### config.mk
export PLATFORM = sky130hd
export DESIGN_NAME = sequential_char_list
export DESIGN_NICKNAME = d
export VERILOG_FILES = /design/src/rtl/core/scl_pkg.sv /design/src/rtl/core/scl_ram.sv /design/src/rtl/core/sequential_char_list.sv
export SDC_FILE = /design/constraint.sdc
export NUM_CORES = 1
export LEC_CHECK = 0
export BUFFER_PORTS_ARGS = -buffer_cell sky130_fd_sc_hd__buf_2
export CAP_MARGIN = 20
export CORE_MARGIN = 3
export CORE_UTILIZATION = 55
export CTS_BUF_LIST = sky130_fd_sc_hd__clkbuf_4 sky130_fd_sc_hd__clkbuf_8 sky130_fd_sc_hd__clkbuf_16
export DETAILED_ROUTE_END_ITERATION = 8
export GPL_TIMING_DRIVEN = 0
export PLACE_DENSITY = 0.73
export SLEW_MARGIN = 10
export SYNTH_ARGS = -nofsm -noshare
export SYNTH_HDL_FRONTEND = slang
export SYNTH_SLANG_ARGS = --single-unit
### constraint.sdc
create_clock -name aclk -period 4.3 [get_ports aclk]
set_input_delay 1.075 -clock aclk [delete_from_list [all_inputs] [get_ports aclk]]
set_output_delay 1.075 -clock aclk [all_outputs]
set_load 0.02 [all_outputs]
### src/rtl/core/scl_pkg.sv
`timescale 1ns / 1ps
// shared types and constants for the sequential_char_list block
// no dependencies

package scl_pkg;

    localparam int unsigned ACTION_W   = 3;
    localparam int unsigned POSITION_W = 4;
    localparam int unsigned VALUE_W    = 8;
    localparam int unsigned STATUS_W   = 3;
    localparam int unsigned FOUND_W    = 4;
    localparam int unsigned LENGTH_W   = 5;

    localparam int unsigned S_TDATA_W = 16;
    localparam int unsigned M_TDATA_W = 24;

    typedef enum logic [ACTION_W-1:0] {
        ACT_APPEND    = 3'd0,
        ACT_INSERT    = 3'd1,
        ACT_REMOVE    = 3'd2,
        ACT_OVERWRITE = 3'd3,
        ACT_READ      = 3'd4,
        ACT_SEARCH    = 3'd5
    } action_t;

    typedef enum logic [STATUS_W-1:0] {
        ST_OK       = 3'd0,
        ST_FULL     = 3'd1,
        ST_EMPTY    = 3'd2,
        ST_BADPOS   = 3'd3,
        ST_NOTFOUND = 3'd4
    } status_t;

    typedef enum logic [2:0] {
        FSM_IDLE,
        FSM_EXEC,
        FSM_SHIFT_UP,
        FSM_SHIFT_DOWN,
        FSM_READ_WAIT,
        FSM_SEARCH,
        FSM_DONE
    } fsm_t;

endpackage

### src/rtl/core/scl_ram.sv
`timescale 1ns / 1ps
// generic single-clock ram, one write port and one registered read port
// no dependencies

module scl_ram #(
    parameter int unsigned WIDTH = 8,
    parameter int unsigned DEPTH = 16
) (
    input  logic                     aclk,
    input  logic                     we,
    input  logic [$clog2(DEPTH)-1:0] waddr,
    input  logic [WIDTH-1:0]         wdata,
    input  logic [$clog2(DEPTH)-1:0] raddr,
    output logic [WIDTH-1:0]         rdata
);

    logic [WIDTH-1:0] mem [DEPTH];
    logic [WIDTH-1:0] rdata_reg;

    always_ff @(posedge aclk) begin
        if (we) begin
            mem[waddr] <= wdata;
        end
        rdata_reg <= mem[raddr];
    end

    assign rdata = rdata_reg;

endmodule

### src/rtl/core/sequential_char_list.sv
`timescale 1ns / 1ps
// top level of the ordered byte list with shift insert and shift remove
// depends on scl_pkg and scl_ram

// An ordered list of up to CAPACITY bytes kept in one ram with a fill count.
// Each input transfer carries one action and yields one result transfer with
// status, read byte, found index and the length after the action. One action
// is worked at a time. Append, overwrite, rejected actions and unknown codes
// pass through the execute and done states before the result register; read
// adds a wait state for the registered ram read. Insert and remove move one
// entry per cycle through the single ram port pair, and search reads one
// entry per cycle. A finished result waits in the output register while the
// next action is taken in.

module sequential_char_list #(
    parameter int unsigned CAPACITY = 16
) (
    input  logic                           aclk,
    input  logic                           aresetn,
    // action [2:0], position [6:3], value [14:7], zero [15]
    input  logic [scl_pkg::S_TDATA_W-1:0]  s_tdata,
    input  logic                           s_tvalid,
    output logic                           s_tready,
    // status [2:0], read_value [10:3], found_index [14:11], length [19:15], zero [23:20]
    output logic [scl_pkg::M_TDATA_W-1:0]  m_tdata,
    output logic                           m_tvalid,
    input  logic                           m_tready
);

    import scl_pkg::*;

    localparam int unsigned AW   = $clog2(CAPACITY);
    localparam int unsigned CW   = $clog2(CAPACITY + 1);
    localparam int unsigned CMPW = (CW > POSITION_W) ? CW : POSITION_W;
    localparam int unsigned LW   = (CW > LENGTH_W) ? CW : LENGTH_W;

    fsm_t                state_reg, state_next;
    action_t             act_reg, act_next;
    logic [CMPW-1:0]     pos_reg, pos_next;
    logic [VALUE_W-1:0]  val_reg, val_next;
    logic [CW-1:0]       count_reg, count_next;
    logic [CMPW-1:0]     ptr_reg, ptr_next;
    logic                pend_reg, pend_next;
    logic [AW-1:0]       pend_addr_reg, pend_addr_next;
    status_t             status_reg, status_next;
    logic [VALUE_W-1:0]  rd_reg, rd_next;
    logic [CMPW-1:0]     found_reg, found_next;
    logic                m_valid_reg, m_valid_next;
    logic [M_TDATA_W-1:0] m_data_reg, m_data_next;

    logic                ram_we;
    logic [AW-1:0]       ram_waddr;
    logic [VALUE_W-1:0]  ram_wdata;
    logic [AW-1:0]       ram_raddr;
    logic [VALUE_W-1:0]  ram_rdata;

    logic [CMPW-1:0]     cnt_ext;
    logic [CMPW-1:0]     ptr_inc;
    logic [LW-1:0]       len_ext;
    logic                full;
    logic                accept;

    scl_ram #(
        .WIDTH (VALUE_W),
        .DEPTH (CAPACITY)
    ) u_ram (
        .aclk  (aclk),
        .we    (ram_we),
        .waddr (ram_waddr),
        .wdata (ram_wdata),
        .raddr (ram_raddr),
        .rdata (ram_rdata)
    );

    assign cnt_ext  = CMPW'(count_reg);
    assign ptr_inc  = ptr_reg + CMPW'(1);
    assign len_ext  = LW'(count_reg);
    assign full     = (count_reg == CW'(CAPACITY));
    assign s_tready = (state_reg == FSM_IDLE);
    assign accept   = s_tvalid && s_tready;
    assign m_tvalid = m_valid_reg;
    assign m_tdata  = m_data_reg;

    always_ff @(posedge aclk) begin
        if (!aresetn) begin
            state_reg   <= FSM_IDLE;
            count_reg   <= '0;
            pend_reg    <= 1'b0;
            m_valid_reg <= 1'b0;
        end else begin
            state_reg   <= state_next;
            count_reg   <= count_next;
            pend_reg    <= pend_next;
            m_valid_reg <= m_valid_next;
        end
    end

    always_ff @(posedge aclk) begin
        act_reg       <= act_next;
        pos_reg       <= pos_next;
        val_reg       <= val_next;
        ptr_reg       <= ptr_next;
        pend_addr_reg <= pend_addr_next;
        status_reg    <= status_next;
        rd_reg        <= rd_next;
        found_reg     <= found_next;
        m_data_reg    <= m_data_next;
    end

    always_comb begin
        state_next     = state_reg;
        act_next       = act_reg;
        pos_next       = pos_reg;
        val_next       = val_reg;
        count_next     = count_reg;
        ptr_next       = ptr_reg;
        pend_next      = pend_reg;
        pend_addr_next = pend_addr_reg;
        status_next    = status_reg;
        rd_next        = rd_reg;
        found_next     = found_reg;
        m_valid_next   = m_valid_reg;
        m_data_next    = m_data_reg;
        ram_we         = 1'b0;
        ram_waddr      = '0;
        ram_wdata      = val_reg;
        ram_raddr      = '0;

        if (m_valid_reg && m_tready) begin
            m_valid_next = 1'b0;
        end

        unique case (state_reg)
            FSM_IDLE: begin
                if (accept) begin
                    act_next   = action_t'(s_tdata[ACTION_W-1:0]);
                    pos_next   = CMPW'(s_tdata[ACTION_W +: POSITION_W]);
                    val_next   = s_tdata[ACTION_W+POSITION_W +: VALUE_W];
                    state_next = FSM_EXEC;
                end
            end
            FSM_EXEC: begin
                status_next = ST_OK;
                rd_next     = '0;
                found_next  = '0;
                pend_next   = 1'b0;
                state_next  = FSM_DONE;
                case (act_reg)
                    ACT_APPEND: begin
                        if (full) begin
                            status_next = ST_FULL;
                        end else begin
                            ram_we     = 1'b1;
                            ram_waddr  = count_reg[AW-1:0];
                            count_next = count_reg + CW'(1);
                        end
                    end
                    ACT_INSERT: begin
                        if (full) begin
                            status_next = ST_FULL;
                        end else if (pos_reg > cnt_ext) begin
                            status_next = ST_BADPOS;
                        end else begin
                            ptr_next   = cnt_ext;
                            state_next = FSM_SHIFT_UP;
                        end
                    end
                    ACT_REMOVE: begin
                        if (count_reg == '0) begin
                            status_next = ST_EMPTY;
                        end else if (pos_reg >= cnt_ext) begin
                            status_next = ST_BADPOS;
                        end else begin
                            ptr_next   = pos_reg;
                            state_next = FSM_SHIFT_DOWN;
                        end
                    end
                    ACT_OVERWRITE: begin
                        if (pos_reg >= cnt_ext) begin
                            status_next = ST_BADPOS;
                        end else begin
                            ram_we    = 1'b1;
                            ram_waddr = pos_reg[AW-1:0];
                        end
                    end
                    ACT_READ: begin
                        if (pos_reg >= cnt_ext) begin
                            status_next = ST_BADPOS;
                        end else begin
                            ram_raddr  = pos_reg[AW-1:0];
                            state_next = FSM_READ_WAIT;
                        end
                    end
                    ACT_SEARCH: begin
                        if (count_reg == '0) begin
                            status_next = ST_EMPTY;
                        end else begin
                            ptr_next   = '0;
                            state_next = FSM_SEARCH;
                        end
                    end
                    default: begin
                    end
                endcase
            end
            FSM_SHIFT_UP: begin
                if (pend_reg) begin
                    ram_we    = 1'b1;
                    ram_waddr = pend_addr_reg;
                    ram_wdata = ram_rdata;
                end
                if (ptr_reg > pos_reg) begin
                    ram_raddr      = ptr_reg[AW-1:0] - AW'(1);
                    pend_next      = 1'b1;
                    pend_addr_next = ptr_reg[AW-1:0];
                    ptr_next       = ptr_reg - CMPW'(1);
                end else if (pend_reg) begin
                    pend_next = 1'b0;
                end else begin
                    ram_we     = 1'b1;
                    ram_waddr  = pos_reg[AW-1:0];
                    ram_wdata  = val_reg;
                    count_next = count_reg + CW'(1);
                    state_next = FSM_DONE;
                end
            end
            FSM_SHIFT_DOWN: begin
                if (pend_reg) begin
                    ram_we    = 1'b1;
                    ram_waddr = pend_addr_reg;
                    ram_wdata = ram_rdata;
                end
                if (ptr_inc < cnt_ext) begin
                    ram_raddr      = ptr_inc[AW-1:0];
                    pend_next      = 1'b1;
                    pend_addr_next = ptr_reg[AW-1:0];
                    ptr_next       = ptr_inc;
                end else begin
                    pend_next  = 1'b0;
                    count_next = count_reg - CW'(1);
                    state_next = FSM_DONE;
                end
            end
            FSM_READ_WAIT: begin
                rd_next    = ram_rdata;
                state_next = FSM_DONE;
            end
            FSM_SEARCH: begin
                if (pend_reg && (ram_rdata == val_reg)) begin
                    status_next = ST_OK;
                    found_next  = CMPW'(pend_addr_reg);
                    pend_next   = 1'b0;
                    state_next  = FSM_DONE;
                end else if (ptr_reg >= cnt_ext) begin
                    status_next = ST_NOTFOUND;
                    pend_next   = 1'b0;
                    state_next  = FSM_DONE;
                end else begin
                    ram_raddr      = ptr_reg[AW-1:0];
                    pend_next      = 1'b1;
                    pend_addr_next = ptr_reg[AW-1:0];
                    ptr_next       = ptr_inc;
                end
            end
            FSM_DONE: begin
                if (!m_valid_reg || m_tready) begin
                    m_valid_next = 1'b1;
                    m_data_next  = {4'b0, len_ext[LENGTH_W-1:0], found_reg[FOUND_W-1:0],
                                    rd_reg, status_reg};
                    state_next   = FSM_IDLE;
                end
            end
            default: begin
                state_next = FSM_IDLE;
            end
        endcase
    end

endmodule

* Yosys cells after proc, flatten, opt, wreduce, memory -nomap -nowiden
Memories as Yosys holds them, arrays and structs flattened. A register that Yosys moved wholly into a read port is not among the register bits.
Cells that the tools add are included.
** Operators by class
- Add/sub/neg operators :: 5
- Multipliers :: 0
- Div/mod/pow operators :: 0
- Order comparisons :: 5
- Equality and inequality tests :: 32
- Shifts and indexed selects :: 0
- Multiplexer cells :: 84
- Bitwise gates (word level) :: 0
- Reduce and logical (&&, ||, !) cells :: 22
** Operator list (count)
- two-way mux 5 bit :: 14
- two-way mux 4 bit :: 15
- two-way mux 3 bit :: 13
- case mux 8 bit (2 select lines) :: 2
- case mux 5 bit (3 select lines) :: 2
- two-way mux 8 bit :: 3
- case mux 4 bit (3 select lines) :: 2
- case mux 3 bit (7 select lines) :: 1
- inequality test 2 bit, second input constant :: 10
- case mux 5 bit (4 select lines) :: 1
- inequality test 3 bit, second input constant :: 6
- case mux 4 bit (2 select lines) :: 2
- case mux 4 bit (4 select lines) :: 1
- == test 3 bit, second input constant :: 5
- two-way mux 1 bit :: 15
- two-way mux 2 bit :: 7
- == test 3 x 2 -> 1 bit, second input constant :: 4
- case mux 3 bit (4 select lines) :: 1
- AND reduction 6 bit :: 2
- AND reduction 11 bit :: 1
- adder 5 x 1 -> 5 bit, second input constant :: 2
- case mux 2 bit (5 select lines) :: 1
- subtractor 5 x 1 -> 5 bit, second input constant :: 2
- == test 8 bit :: 1
- 25 further kinds :: 35
** Storage, ports and cells
- Flip-flop bits (word level) :: 69
- Latch bits :: 0
- Bits in writable memories :: 128
- Bits in read-only memories :: 0
- Bits of input ports :: 20
- Word-level logic and storage cells :: 162
- Memories kept :: 1
** Memories
- u_ram.mem :: depth 16, bits a word 8, rd ports 1, clocked after Yosys merged registers in 1, write ports 1, line scl_ram.sv:17 : logic [WIDTH-1:0] mem [DEPTH];

* Logic depth before layout (Yosys ltp)
Gate-level depths: netlist of run 1.
- Depth in word-level cells :: 6
- Gate-level depth with buffers :: 14
- Mapped depth without buffers :: 11

* Hierarchy
A second synthesis of run 1 with hierarchy kept.
** Unflattened totals
- Cells, all modules :: 599
- Area total of the unflattened synthesis :: 9210.1 um2
** By module, submodules not included
- scl_ram :: times used 1, cells an instance 229, area each 5147.4 um2, seq. area each 4003.8 um2
- sequential_char_list :: times used 1, cells an instance 370, area each 4062.6 um2, seq. area each 1971.9 um2

* Worst setup path before layout of run 1
No wires, ideal clock.
- Kind :: reg2reg
- From :: reg ptr_reg[0]
- To :: reg u_ram.rdata_reg[6], in the netlist u_ram.rdata[6], read port of u_ram.mem
- Arrival :: 3.175 ns
- Required time :: 4.205 ns
- Path slack :: 1.029 ns
- Cell stages (with the launch flop) :: 13
- Cell sequence :: edfxtp_1 inv_1 clkbuf_1 ha_1 ha_1 nor2b_1 o2111ai_1 and3_1 a32o_1 or2_2 nor3_2 o211ai_1 o311ai_1
** On the way
- Word-level cells in the longest chain between the ends :: 4
- Elaborated cells on any way between the ends :: 10
- Classes of those cells :: add/sub (2); order compare (3); mux (5)
** Ends and longest elaborated chain
- start, declared :: line sequential_char_list.sv:42 : logic [CMPW-1:0] ptr_reg, ptr_next;
- start signal, assigned :: line sequential_char_list.sv:102 : ptr_reg <= ptr_next;
- adder 5 x 1 -> 5 bit / >= comparator 5 bit (equally long branches) :: line sequential_char_list.sv:76, sequential_char_list.sv:254
- < comparator 5 bit / two-way mux 4 bit (equally long branches) :: line sequential_char_list.sv:233, sequential_char_list.sv:254
- two-way mux 4 bit (on tied branches) :: line sequential_char_list.sv:233, sequential_char_list.sv:249
- case mux 4 bit (4 select lines) (*) :: line sequential_char_list.sv:133 : unique case (state_reg)
- end, declared :: line scl_ram.sv:18 : logic [WIDTH-1:0] rdata_reg;
Every way passes the cells marked *; elsewhere a longest branch is shown, timed or not.
A chain may end at the register's enable or synchronous reset.

* Worst setup path after layout of run 1
- From :: reg ptr_reg[0]
- To :: reg u_ram.rdata_reg[0], in the netlist u_ram.rdata[0], read port of u_ram.mem
The elaborated chain is that of the path after synthesis.

==> results by group, run 1 <==
Finish
  • Post-route cell area: 11100 um2
  • Most flops, register: u_ram.mem
  • N_diodes: 0
  • # fillers: 1306
  • Share of cells above drive strength 1: 0.149
  • Multi-input logic area: 3570 um2
  • Largest register FFs: 128
  • Register area: 5980 um2
  • Nets@finish: 900
  • Area Growth Syn to Fin: 12.8%

Timing
  • Max-slew violation count: 0
  • Worst Skew: 0.0127 ns
  • Ratio of final minimum period to clock period: 0.973
  • Worst rel slew slack: 0.244
  • Worst slew pin tran: 1.13 ns
  • Final setup fails: 0
  • Setup TNS: 0 ns
  • Final Hold Vio Count: 0
  • Fmax achieved: 239 MHz
  • Minimum clock period: 4.18 ns

Die
  • Die W: 140 um
  • Die Ht: 140 um
  • Starting density of the core: 0.565
  • Io pins: 46
  • # rows: 48
  • Core area: 17400 um2
  • Die area: 19500 um2

Routing
  • DR top layer: met4
  • Metal3 WL: 2740 um
  • Residual DRC count: 0
  • Via/cell ratio: 6.68
  • Routed wire length: 26000 um
  • Drt first pass iters: 8
  • Initial drt markers: 1016
  • Met2 routed WL: 12200 um
  • WL/cell: 23.7 um
  • DR vias: 7320
  • Post-route ant nets: 0
  • DRT met1 WL: 10400 um

Placement
  • Hpwl dp: 18200 um
  • Placer Congestion: 0.940
  • Post-DP Area: 10300 um2
  • IO Port Bufs: 40

Critical path
  • WP data required: 4.70 ns
  • CP endpoint kind: flop
  • Critical path peak fanout: 12
  • Critical Path Max Stage Delay: 0.51 ns
  • Worst path slowest cell: edfxtp_1
  • Critical path's most frequent cell: ha_1
  • Arrival @ worst endpoint: 4.58 ns
  • Crit path launch type: flop
  • Reg-to-reg slack, setup: 0.12 ns
  • Worst r2r path cells: 13
  • Crit-path cells: inv_1 > clkbuf_2 > ha_1 > ha_1 > nor2b_1 > o2111ai_2 > and3_1 > nor3_2 > clkbuf_1 > a22oi_1 > o211ai_1 > a32oi_1 > o311ai_1
  • Critical Setup Path Class: flop to flop

Power and ir drop
  • Pint: 4680 uW
  • Clk network pwr share: 0.240
  • Net Sw Power: 2920 uW
  • Sequential cell fraction of total power: 0.377
  • Comb pwr share: 0.383
  • Pwr Density: 687 nW/um2
  • P_leak: 0.00395 uW
  • Maximum vdd drop: 0.332 mV
  • Sw Ratio: 0.385

GRT
  • Initial antenna violation count: 0
  • Largest net degree at the start of global routing: 17
  • GRT Util Overall: 0.261
  • Vias in the first global route: 7017
  • Grt ovf: 0
  • First-pass GRT wire length: 39900 um

Yosys
  • Post-Syn Instances: 786
  • Post-synth top flop: edfxtp_1
  • Seq cells post-synth: 205
  • Syn_area_per_cell: 12.5 um2
  • Unique cell type count in the Yosys netlist: 77
  • Sequential-to-total area share from yosys stat: 0.609
  • Largest area contributor in the netlist: edfxtp_1
  • Synthesis Warnings: 0
  • Post-synth top area share: 0.572
  • Most common library cells after synthesis: edfxtp_1 (187), nand2_1 (60), a22oi_1 (51), o211ai_1 (40), a21oi_1 (36)
  • Fraction of registers with async set/reset: 0
  • Mapped Area: 9810 um2
  • Ranking of synthesized cells by area: edfxtp_1 (57%), a22oi_1 (3.9%), dfxtp_1 (3.7%)
  • Most frequent cell after synthesis: edfxtp_1
  • Number of enable flip-flop cells after synthesis: 187

Clocking
  • Clock root cell: clkbuf_16
  • Bufs on Longest Clock Path: 3
  • H-tree depth: 1
  • CTS clk-pin slew, worst paths: 0.06 ns
  • TritonCTS sink count: 205
  • Cts bufs inserted: 22
  • CTS tree: yes
  • Clock Latency Late Sink: 0.51 ns

Run status
  • Status: finished clean

Hold path
  • Hold Path Depth: 0
  • Worst min path class: flop to flop

Flow run
  • Max Cap Viol: 0
## timing repair
item / CTS / global route
setup buffers: 0 / 1
pin swaps: 0 / 1
hold buffers: 0 / 0
gates resized for setup: 4 / 10
setup endpoints to repair: 16 / 8
endpoints found under the hold margin: 0 / 0
## cell usage in the layout (no fill, tap or decap), types with 10 or more instances in the layout
cell,netlist,final
a21o_1,13,13
a21oi_1,36,36
a22oi_1,51,51
a31oi_1,10,10
and3_1,14,14
buf_2,10,51
clkbuf_1,29,24
clkbuf_16,0,22
dfxtp_1,18,18
edfxtp_1,187,187
ha_1,23,23
inv_1,19,19
nand2_1,60,60
nand3_1,33,33
nor2_1,35,35
o211ai_1,40,40
o21ai_0,32,32
xnor2_1,15,14
## worst paths after layout
path	end	from
max	u_ram.rdata[0]	ptr_reg[0]
min	m_tdata[0]	status_reg[0]
max reg2reg	u_ram.rdata[0]	ptr_reg[0]
min reg2reg	m_tdata[0]	status_reg[0]
## layer usage
metal	vias to the layer above	GRT usage
li1	3250	-
met1	3561	0.358
met2	450	0.421
met3	59	0.0653
met4	0	0.0683
met5	-	0
## stage by stage
stage	setup slack (ns)	cells	util	hold slack (ns)	power, uW
finish	0.116	1096	0.638	0.412	7600
global route	-0.0105	1096	0.638	0.417	7960
CTS	0.0640	1094	0.636	0.415	7490
detailed placement	-0.222	1055	0.594	0.405	5640
global placement	-0.106	1054	0.594	0.402	5520
floorplan	1.03	789	-	0.400	4740
## worst max-delay path, delay by kind of cell, from the launching register on
| kind | cells | cell delay [ns] |
|---|---|---|
| DFF | 1 | 0.51 |
| buffers and inverters | 3 | 0.92 |
| adders and majority gates | 2 | 0.68 |
| and+or+nand+nor | 3 | 0.91 |
| AOI/OAI and AO/OA | 5 | 1.05 |
## cell families (layout without fill, tap and decap cells)
kind of cell | count (synthesis) | count (layout) | share of synthesized area
adder cells (fa/ha/maj) | 24 | 24 | 0.0314
XOR/XNOR | 18 | 18 | 0.0161
other | 1 | 4 | 0.000382
AND/OR/NAND/NOR | 198 | 198 | 0.103
flip-flops | 205 | 205 | 0.609
buffers and inverters | 68 | 150 | 0.0319
multiplexers | 8 | 8 | 0.0103
AO/OA/AOI/OAI | 264 | 264 | 0.198
## power groups by stage
stage / Sequential [uW] / Combinational (uW) / Clock [uW]
2_1_floorplan: 2810 / 1930 / 0
3_3_place_gp: 2880 / 2640 / 0
3_5_place_dp: 2890 / 2750 / 0
4_1_cts: 2850 / 2790 / 1850
5_1_grt: 2890 / 3150 / 1930
6_report: 2860 / 2910 / 1830
## area by class of cell
cell class / count / share of cell area
multi-input combinational: 516 / 0.323
clock inverter: 14 / 0.0115
inverter: 20 / 0.00678
buffer: 48 / 0.0220
tap: 225 / 0.0254
timing repair buffer: 43 / 0.0199
clock buffer: 25 / 0.0518
sequential: 205 / 0.540
No activity file was read; power rests on OpenSTA's default activity.
==> run 2, diff against run 1 <==
--- a/config.mk
+++ b/config.mk
@@ -12,7 +12,8 @@
 export CTS_BUF_LIST = sky130_fd_sc_hd__clkbuf_4 sky130_fd_sc_hd__clkbuf_8 sky130_fd_sc_hd__clkbuf_16
 export DETAILED_ROUTE_END_ITERATION = 8
 export GPL_TIMING_DRIVEN = 0
-export PLACE_DENSITY = 0.73
+export MAX_ROUTING_LAYER = met4
+export PLACE_DENSITY = 0.75
 export SLEW_MARGIN = 10
 export SYNTH_ARGS = -nofsm -noshare
 export SYNTH_HDL_FRONTEND = slang
==> constraint.sdc (replaced) <==
create_clock -name aclk -period 3.5 [get_ports aclk]
set_input_delay 0.875 -clock aclk [delete_from_list [all_inputs] [get_ports aclk]]
set_output_delay 0.875 -clock aclk [all_outputs]
set_load 0.02 [all_outputs]
==> run 2 against run 1 <==
Design area up 6.3%; via count grew 2.1%; global-route usage up 2.0 points; critical path depth is the same; sequential share of layout area shrank 3.2 points; largest power group unchanged; maximum frequency rose by 22%; count of clock-buffer cells in the layout grew 7; critical path type unchanged; clock power up 33%; power grew 33%; sequential power increased by 22%.
==> results by group, run 2 (synthesized netlist as in run 1, its figures left out) <==
GRT
  • Initial antenna violation count: 0 (unchanged)
  • First-pass GRT wire length: 41300 um (+3.5%)
  • GRT Util Overall: 0.281 (+0.0204)
  • Grt ovf: 0 (unchanged)
  • Largest net degree at the start of global routing: 17 (unchanged)
  • Vias in the first global route: 7318 (+4.3%)

Hold path
  • Worst hold endpoint: m_tdata[14]
  • Hold Path Depth: 0 (unchanged)
  • Worst min path class: flop to flop
  • Min-delay src: found_reg[3]

Finish
  • Nets@finish: 922 (+2.4%)
  • Most flops, register: u_ram.mem
  • Area Growth Syn to Fin: 19.9%
  • Largest register FFs: 128 (unchanged)
  • N_diodes: 0 (unchanged)
  • Highest-count cells in the layout ignoring fill and taps: edfxtp_1 (187), nand2_1 (56), a22oi_1 (51), buf_2 (50), o211ai_1 (40)
  • Post-route cell area: 11800 um2 (+6.3%)
  • Commonest non-fill, non-tap cell in the layout: edfxtp_1
  • Share of cells above drive strength 1: 0.248 (+0.0988)

Die
  • Die Ht: 140 um (unchanged)
  • Io pins: 46 (unchanged)
  • Core area: 17400 um2 (unchanged)
  • Die W: 140 um (unchanged)
  • # rows: 48 (unchanged)
  • Die area: 19500 um2 (unchanged)
  • Starting density of the core: 0.565 (unchanged)

Critical path
  • Critical path peak fanout: 12 (unchanged)
  • Crit path launch type: flop
  • FF-to-FF End: u_ram.rdata[3]
  • Critical Setup Path Class: flop to flop
  • Arrival @ worst endpoint: 3.86 ns (-0.72 ns)
  • Worst r2r path cells: 13 (unchanged)
  • CP endpoint kind: flop
  • Reg-to-reg startpoint: ptr_reg[0]
  • WP data required: 3.91 ns (-0.79 ns)
  • Reg-to-reg slack, setup: 0.06 ns (-0.06 ns)

Timing
  • Final Hold Vio Count: 0 (unchanged)
  • Setup TNS: 0 ns (unchanged)
  • Fmax achieved: 290 MHz (+22%)
  • Worst rel slew slack: 0.445 (+0.201)
  • Worst slew pin tran: 0.832 ns (-0.298 ns)
  • Ratio of final minimum period to clock period: 0.984 (+0.0108)
  • Unrepaired setup endpoints after global routing: yes
  • Max-slew violation count: 0 (unchanged)
  • Minimum clock period: 3.44 ns (-0.741 ns)
  • Setup WS post-layout: 0.0565 ns (-0.0593 ns)
  • Final setup fails: 0 (unchanged)
  • Worst Skew: 0.0172 ns (+0.00444 ns)

Clocking
  • CTS Hold Bufs: 0 (unchanged)
  • Clock root cell: clkbuf_16
  • Bufs on Longest Clock Path: 3 (unchanged)
  • CTS clk-pin slew, worst paths: 0.06 ns (about the same)
  • Cts bufs inserted: 23 (+4.5%)
  • Clock Latency Late Sink: 0.51 ns (about the same)
  • TritonCTS sink count: 205 (unchanged)
  • CTS tree: yes
  • H-tree depth: 1 (unchanged)

Placement
  • IO Port Bufs: 40 (unchanged)
  • Placer Congestion: 0.925 (-1.6%)
  • Hpwl dp: 18700 um (+2.4%)
  • DP Worst Slack: -1.04 ns (-0.820 ns)
  • Post-DP Area: 10300 um2 (about the same)

Routing
  • Residual DRC count: 0 (unchanged)
  • DR vias: 7475 (+2.1%)
  • Initial drt markers: 952 (-6.3%)
  • WL/cell: 24.3 um (+2.3%)
  • Via/cell ratio: 6.67 (about the same)
  • Drt first pass iters: 5 (-3)
  • Post-route ant nets: 0 (unchanged)
  • Routed wire length: 27200 um (+4.5%)

Flow run
  • Max Cap Viol: 0 (unchanged)

Power and ir drop
  • Maximum vdd drop: 0.517 mV (+56%)
  • Pwr Density: 861 nW/um2 (+25%)
  • P_leak: 0.00419 uW (+6.2%)

Run status
  • Status: finished clean
## run 2: area by class of cell
cell class / instances / area [um2]
sequential: 205 / 5980
fill: 1258 / 5600
multi-input combinational: 516 / 3930
clock buffer: 32 / 668
timing repair buffer: 65 / 424
buffer: 47 / 295
tap: 225 / 282
clock inverter: 10 / 109
inverter: 20 / 75.1
## run 2: worst max path at each step
stage,from,endpoint,slack [ns],cells past startpoint
after floorplan,ptr_reg[0],u_ram.rdata[6],0.23,12
after global placement,ptr_reg[0],u_ram.rdata[7],-0.95,13
after detailed placement,ptr_reg[0],u_ram.rdata[0],-1.04,13
after CTS,pos_reg[1],u_ram.mem[3][3],0.009,9
after global routing,cnt_ext[2],u_ram.mem[8][5],-0.07,8
final,ptr_reg[0],u_ram.rdata[3],0.06,13
## run 2: what timing repair did
action                                  4_1_cts  5_1_grt
gates cloned                                  0        0
gates resized for setup                      58       71
pin swaps                                     9       20
endpoints found under the setup margin      150      136
buffers inserted                             11       11
## run 2: metal layers
layer	vias up	GRT usage	share of wire
li1	3307	-	-
met4	0	0.0821	0.029
met5	-	-	0
met2	436	0.433	0.47
met1	3667	0.391	0.41
met3	65	0.0478	0.093
## run 2: power breakdown
part	total (uW)	leakage [uW]	internal [uW]	switching, uW
registers	3500	0.00185	3240	258
logic	4200	0.00195	1520	2680
clock network	2430	0.000390	1480	947
## run 2: per-stage QoR
| step | power, uW | std cells | hold slack [ns] | utilization |
|---|---|---|---|---|
| after global placement | 6810 | 1054 | 0.402 | 0.594 |
| final | 10100 | 1120 | 0.417 | 0.678 |
| after detailed placement | 6960 | 1055 | 0.405 | 0.595 |
| after global routing | 10600 | 1120 | 0.425 | 0.678 |
| after CTS | 9700 | 1108 | 0.418 | 0.656 |
| after floorplan | 5820 | 789 | 0.400 | - |
## run 2: worst max-delay path, stage by stage, from the launching register on
cell,delay (ns)
edfxtp_1,0.46
inv_2,0.13
buf_8,0.16
ha_2,0.33
ha_1,0.29
nor2b_1,0.15
o2111ai_4,0.27
buf_4,0.18
nand4b_1,0.17
a32oi_4,0.44
o22ai_4,0.18
a31oi_1,0.32
a32oi_2,0.13
o311ai_1,0.12
==> run 3, diff against run 2 <==
--- a/config.mk
+++ b/config.mk
@@ -7,7 +7,7 @@
 export LEC_CHECK = 0
 export BUFFER_PORTS_ARGS = -buffer_cell sky130_fd_sc_hd__buf_2
 export CAP_MARGIN = 20
-export CORE_MARGIN = 3
+export CORE_MARGIN = 5
 export CORE_UTILIZATION = 55
 export CTS_BUF_LIST = sky130_fd_sc_hd__clkbuf_4 sky130_fd_sc_hd__clkbuf_8 sky130_fd_sc_hd__clkbuf_16
 export DETAILED_ROUTE_END_ITERATION = 8
==> run 3 against run 2 <==
Wire length fell by 2.3%; power barely moved; register-to-register slack worse by 0.05 ns; non-clock buffer count is 7 higher; cell count rose by 0.36%; maximum frequency is 1.3% lower; sequential power about the same; count of clock-buffer cells in the layout shrank 4; highest routed layer unchanged; core utilization fell by 0.26 points; global-route usage fell by 2.7 points; critical endpoint is now u_ram.rdata[6]; worst hold slack gained 0.0023 ns; critical path depth increased by 1.
==> results by group, run 3 (synthesized netlist as in run 1, its figures left out) <==
GRT
  • GR peak layer: met2
  • First-pass GRT wire length: 39300 um (-4.7%)
  • Vias in the first global route: 7204 (-1.6%)
  • Initial antenna violation count: 0 (unchanged)
  • Largest net degree at the start of global routing: 17 (unchanged)
  • GRT Util Overall: 0.254 (-0.0271)
  • Met1 Usage GRT: 0.327 (-0.0643)
  • Met3 Use GR: 0.0423 (-0.00550)
  • M2 GR Usage: 0.409 (-0.0240)
  • Grt ovf: 0 (unchanged)

Placement
  • IO Port Bufs: 40 (unchanged)
  • Hpwl dp: 17800 um (-4.5%)
  • Placer Congestion: 0.960 (+3.8%)

Routing
  • WL/cell: 23.6 um (-2.6%)
  • Via/cell ratio: 6.73 (+0.84%)
  • Routed wire length: 26600 um (-2.3%)
  • Residual DRC count: 0 (unchanged)
  • Post-route ant nets: 0 (unchanged)
  • Drt first pass iters: 6 (+1)
  • Initial drt markers: 1007 (+5.8%)
  • DR vias: 7565 (+1.2%)

Timing
  • Fmax achieved: 287 MHz (-1.3%)
  • Unrepaired setup endpoints after global routing: yes
  • Final setup fails: 0 (unchanged)
  • Final Hold Vio Count: 0 (unchanged)
  • Minimum clock period: 3.49 ns (+0.0462 ns)
  • Worst slew pin tran: 1.06 ns (+0.224 ns)
  • Max-slew violation count: 0 (unchanged)
  • WHS: 0.419 ns (+0.00230 ns)
  • Worst Skew: 0.00897 ns (-0.00822 ns)
  • Worst rel slew slack: 0.294 (-0.151)
  • Ratio of final minimum period to clock period: 0.997 (+0.0132)

Critical path
  • Setup crit end: u_ram.rdata[6]
  • FF-to-FF End: u_ram.rdata[6]
  • Arrival @ worst endpoint: 3.88 ns (+0.02 ns)
  • WP data required: 3.89 ns (-0.02 ns)
  • CP endpoint kind: flop
  • Critical path launch point: ptr_reg[0]
  • Crit path launch type: flop
  • Critical path peak fanout: 8 (-4)
  • Worst r2r path cells: 14 (+1)
  • Reg-to-reg slack, setup: 0.01 ns (-0.05 ns)
  • Reg-to-reg startpoint: ptr_reg[0]
  • Critical Setup Path Class: flop to flop

Power and ir drop
  • Power consumption: 10100 uW (about the same)
  • Pwr Density: 862 nW/um2 (about the same)
  • P_leak: 0.00420 uW (+0.30%)
  • Maximum vdd drop: 0.613 mV (+19%)

Die
  • Die Ht: 144 um (+2.9%)
  • Core area: 17400 um2 (+0.35%)
  • Starting density of the core: 0.563 (-0.00195)
  • Die W: 144 um (+2.9%)
  • # rows: 48 (unchanged)
  • Io pins: 46 (unchanged)
  • Die area: 20600 um2 (+5.8%)

Finish
  • Commonest non-fill, non-tap cell in the layout: edfxtp_1
  • Register area: 5980 um2 (about the same)
  • N_diodes: 0 (unchanged)
  • Multi-input logic area: 3900 um2 (-0.80%)
  • Area Growth Syn to Fin: 19.8% (about the same)
  • Most flops, register: u_ram.mem
  • Largest register FFs: 128 (unchanged)
  • Highest-count cells in the layout ignoring fill and taps: edfxtp_1 (187), nand2_1 (58), a22oi_1 (51), buf_2 (50), o211ai_1 (40)
  • # fillers: 1182 (-6.0%)
  • Share of cells above drive strength 1: 0.246 (-0.00222)
  • Nets@finish: 928 (+0.65%)

Clocking
  • Cts bufs inserted: 22 (-4.3%)
  • TritonCTS sink count: 205 (unchanged)
  • CTS Hold Bufs: 0 (unchanged)
  • CTS clk-pin slew, worst paths: 0.06 ns (about the same)
  • H-tree depth: 1 (unchanged)
  • Bufs on Longest Clock Path: 3 (unchanged)
  • Clock root cell: clkbuf_16
  • CTS tree: yes
  • Clock Latency Late Sink: 0.50 ns (about the same)

Run status
  • Status: finished clean

Hold path
  • Worst min path class: flop to flop

Flow run
  • Max Cap Viol: 0 (unchanged)
==> run 3: worst min-delay path by stage <==
| stage | start | slack, ns | end | cells past startpoint |
|---|---|---|---|---|
| 6_report | rd_reg[3] | 0.42 | m_tdata[6] | 0 |
| 5_1_grt | rd_reg[3] | 0.42 | m_tdata[6] | 0 |
| 4_1_cts | status_reg[0] | 0.42 | m_tdata[0] | 0 |
| 3_5_place_dp | status_reg[0] | 0.40 | m_tdata[0] | 0 |
| 3_3_place_gp | status_reg[1] | 0.40 | m_tdata[1] | 0 |
| 2_1_floorplan | status_reg[0] | 0.40 | m_tdata[0] | 0 |
==> run 3: what timing repair did <==
action                                  in CTS  in global routing
endpoints found under the setup margin     150                142
gates resized for setup                     53                 68
setup buffers                                9                 22
pin swaps                                    6                 19
==> run 3: power breakdown <==
| part | internal [uW] | switching [uW] | leakage [uW] | total, uW |
|---|---|---|---|---|
| clock network | 1460 | 909 | 0.000367 | 2370 |
| registers | 3240 | 259 | 0.00185 | 3500 |
| logic | 1590 | 2670 | 0.00198 | 4270 |
==> run 3: metal layers <==
layer,wire (um),vias up,part of all wire
met4,1120,0,0.042
met2,12400,513,0.47
met3,2890,111,0.11
met5,0,-,0
met1,10100,3631,0.38
li1,-,3310,-
==> run 3: area by class of cell <==
type                            count  area share
Sequential cell                   205       0.509
Multi-Input combinational cell    516       0.332
Clock buffer                       28      0.0521
Timing Repair Buffer               73      0.0407
Buffer                             46      0.0253
Tap cell                          225      0.0239
Clock inverter                     11      0.0112
Inverter                           20     0.00639
==> run 3: worst max-delay path, cell delays in order (launching register included) <==
cell and delay (ns):
edfxtp_1 0.39, buf_4 0.18, ha_1 0.24, nand3_1 0.15, xnor2_2 0.19, ha_2 0.41
o2111ai_4 0.20, and3_4 0.23, buf_4 0.13, a32o_1 0.26, or2_2 0.37, nor3_4 0.16
buf_12 0.15, o211ai_1 0.15, o311ai_1 0.15
==> run 3: stage by stage <==
stage                      util  instance area, um2  worst slack [ns]  instances  TNS (ns)
after floorplan               -                9820             0.229        789         0
after global placement    0.592               10300            -0.826       1054    -68.12
after detailed placement  0.593               10300            -0.990       1055    -85.03
after CTS                 0.651               11300           -0.0239       1102    -0.157
after global routing      0.675               11800            -0.128       1124     -3.53
final                     0.675               11800            0.0103       1124         0
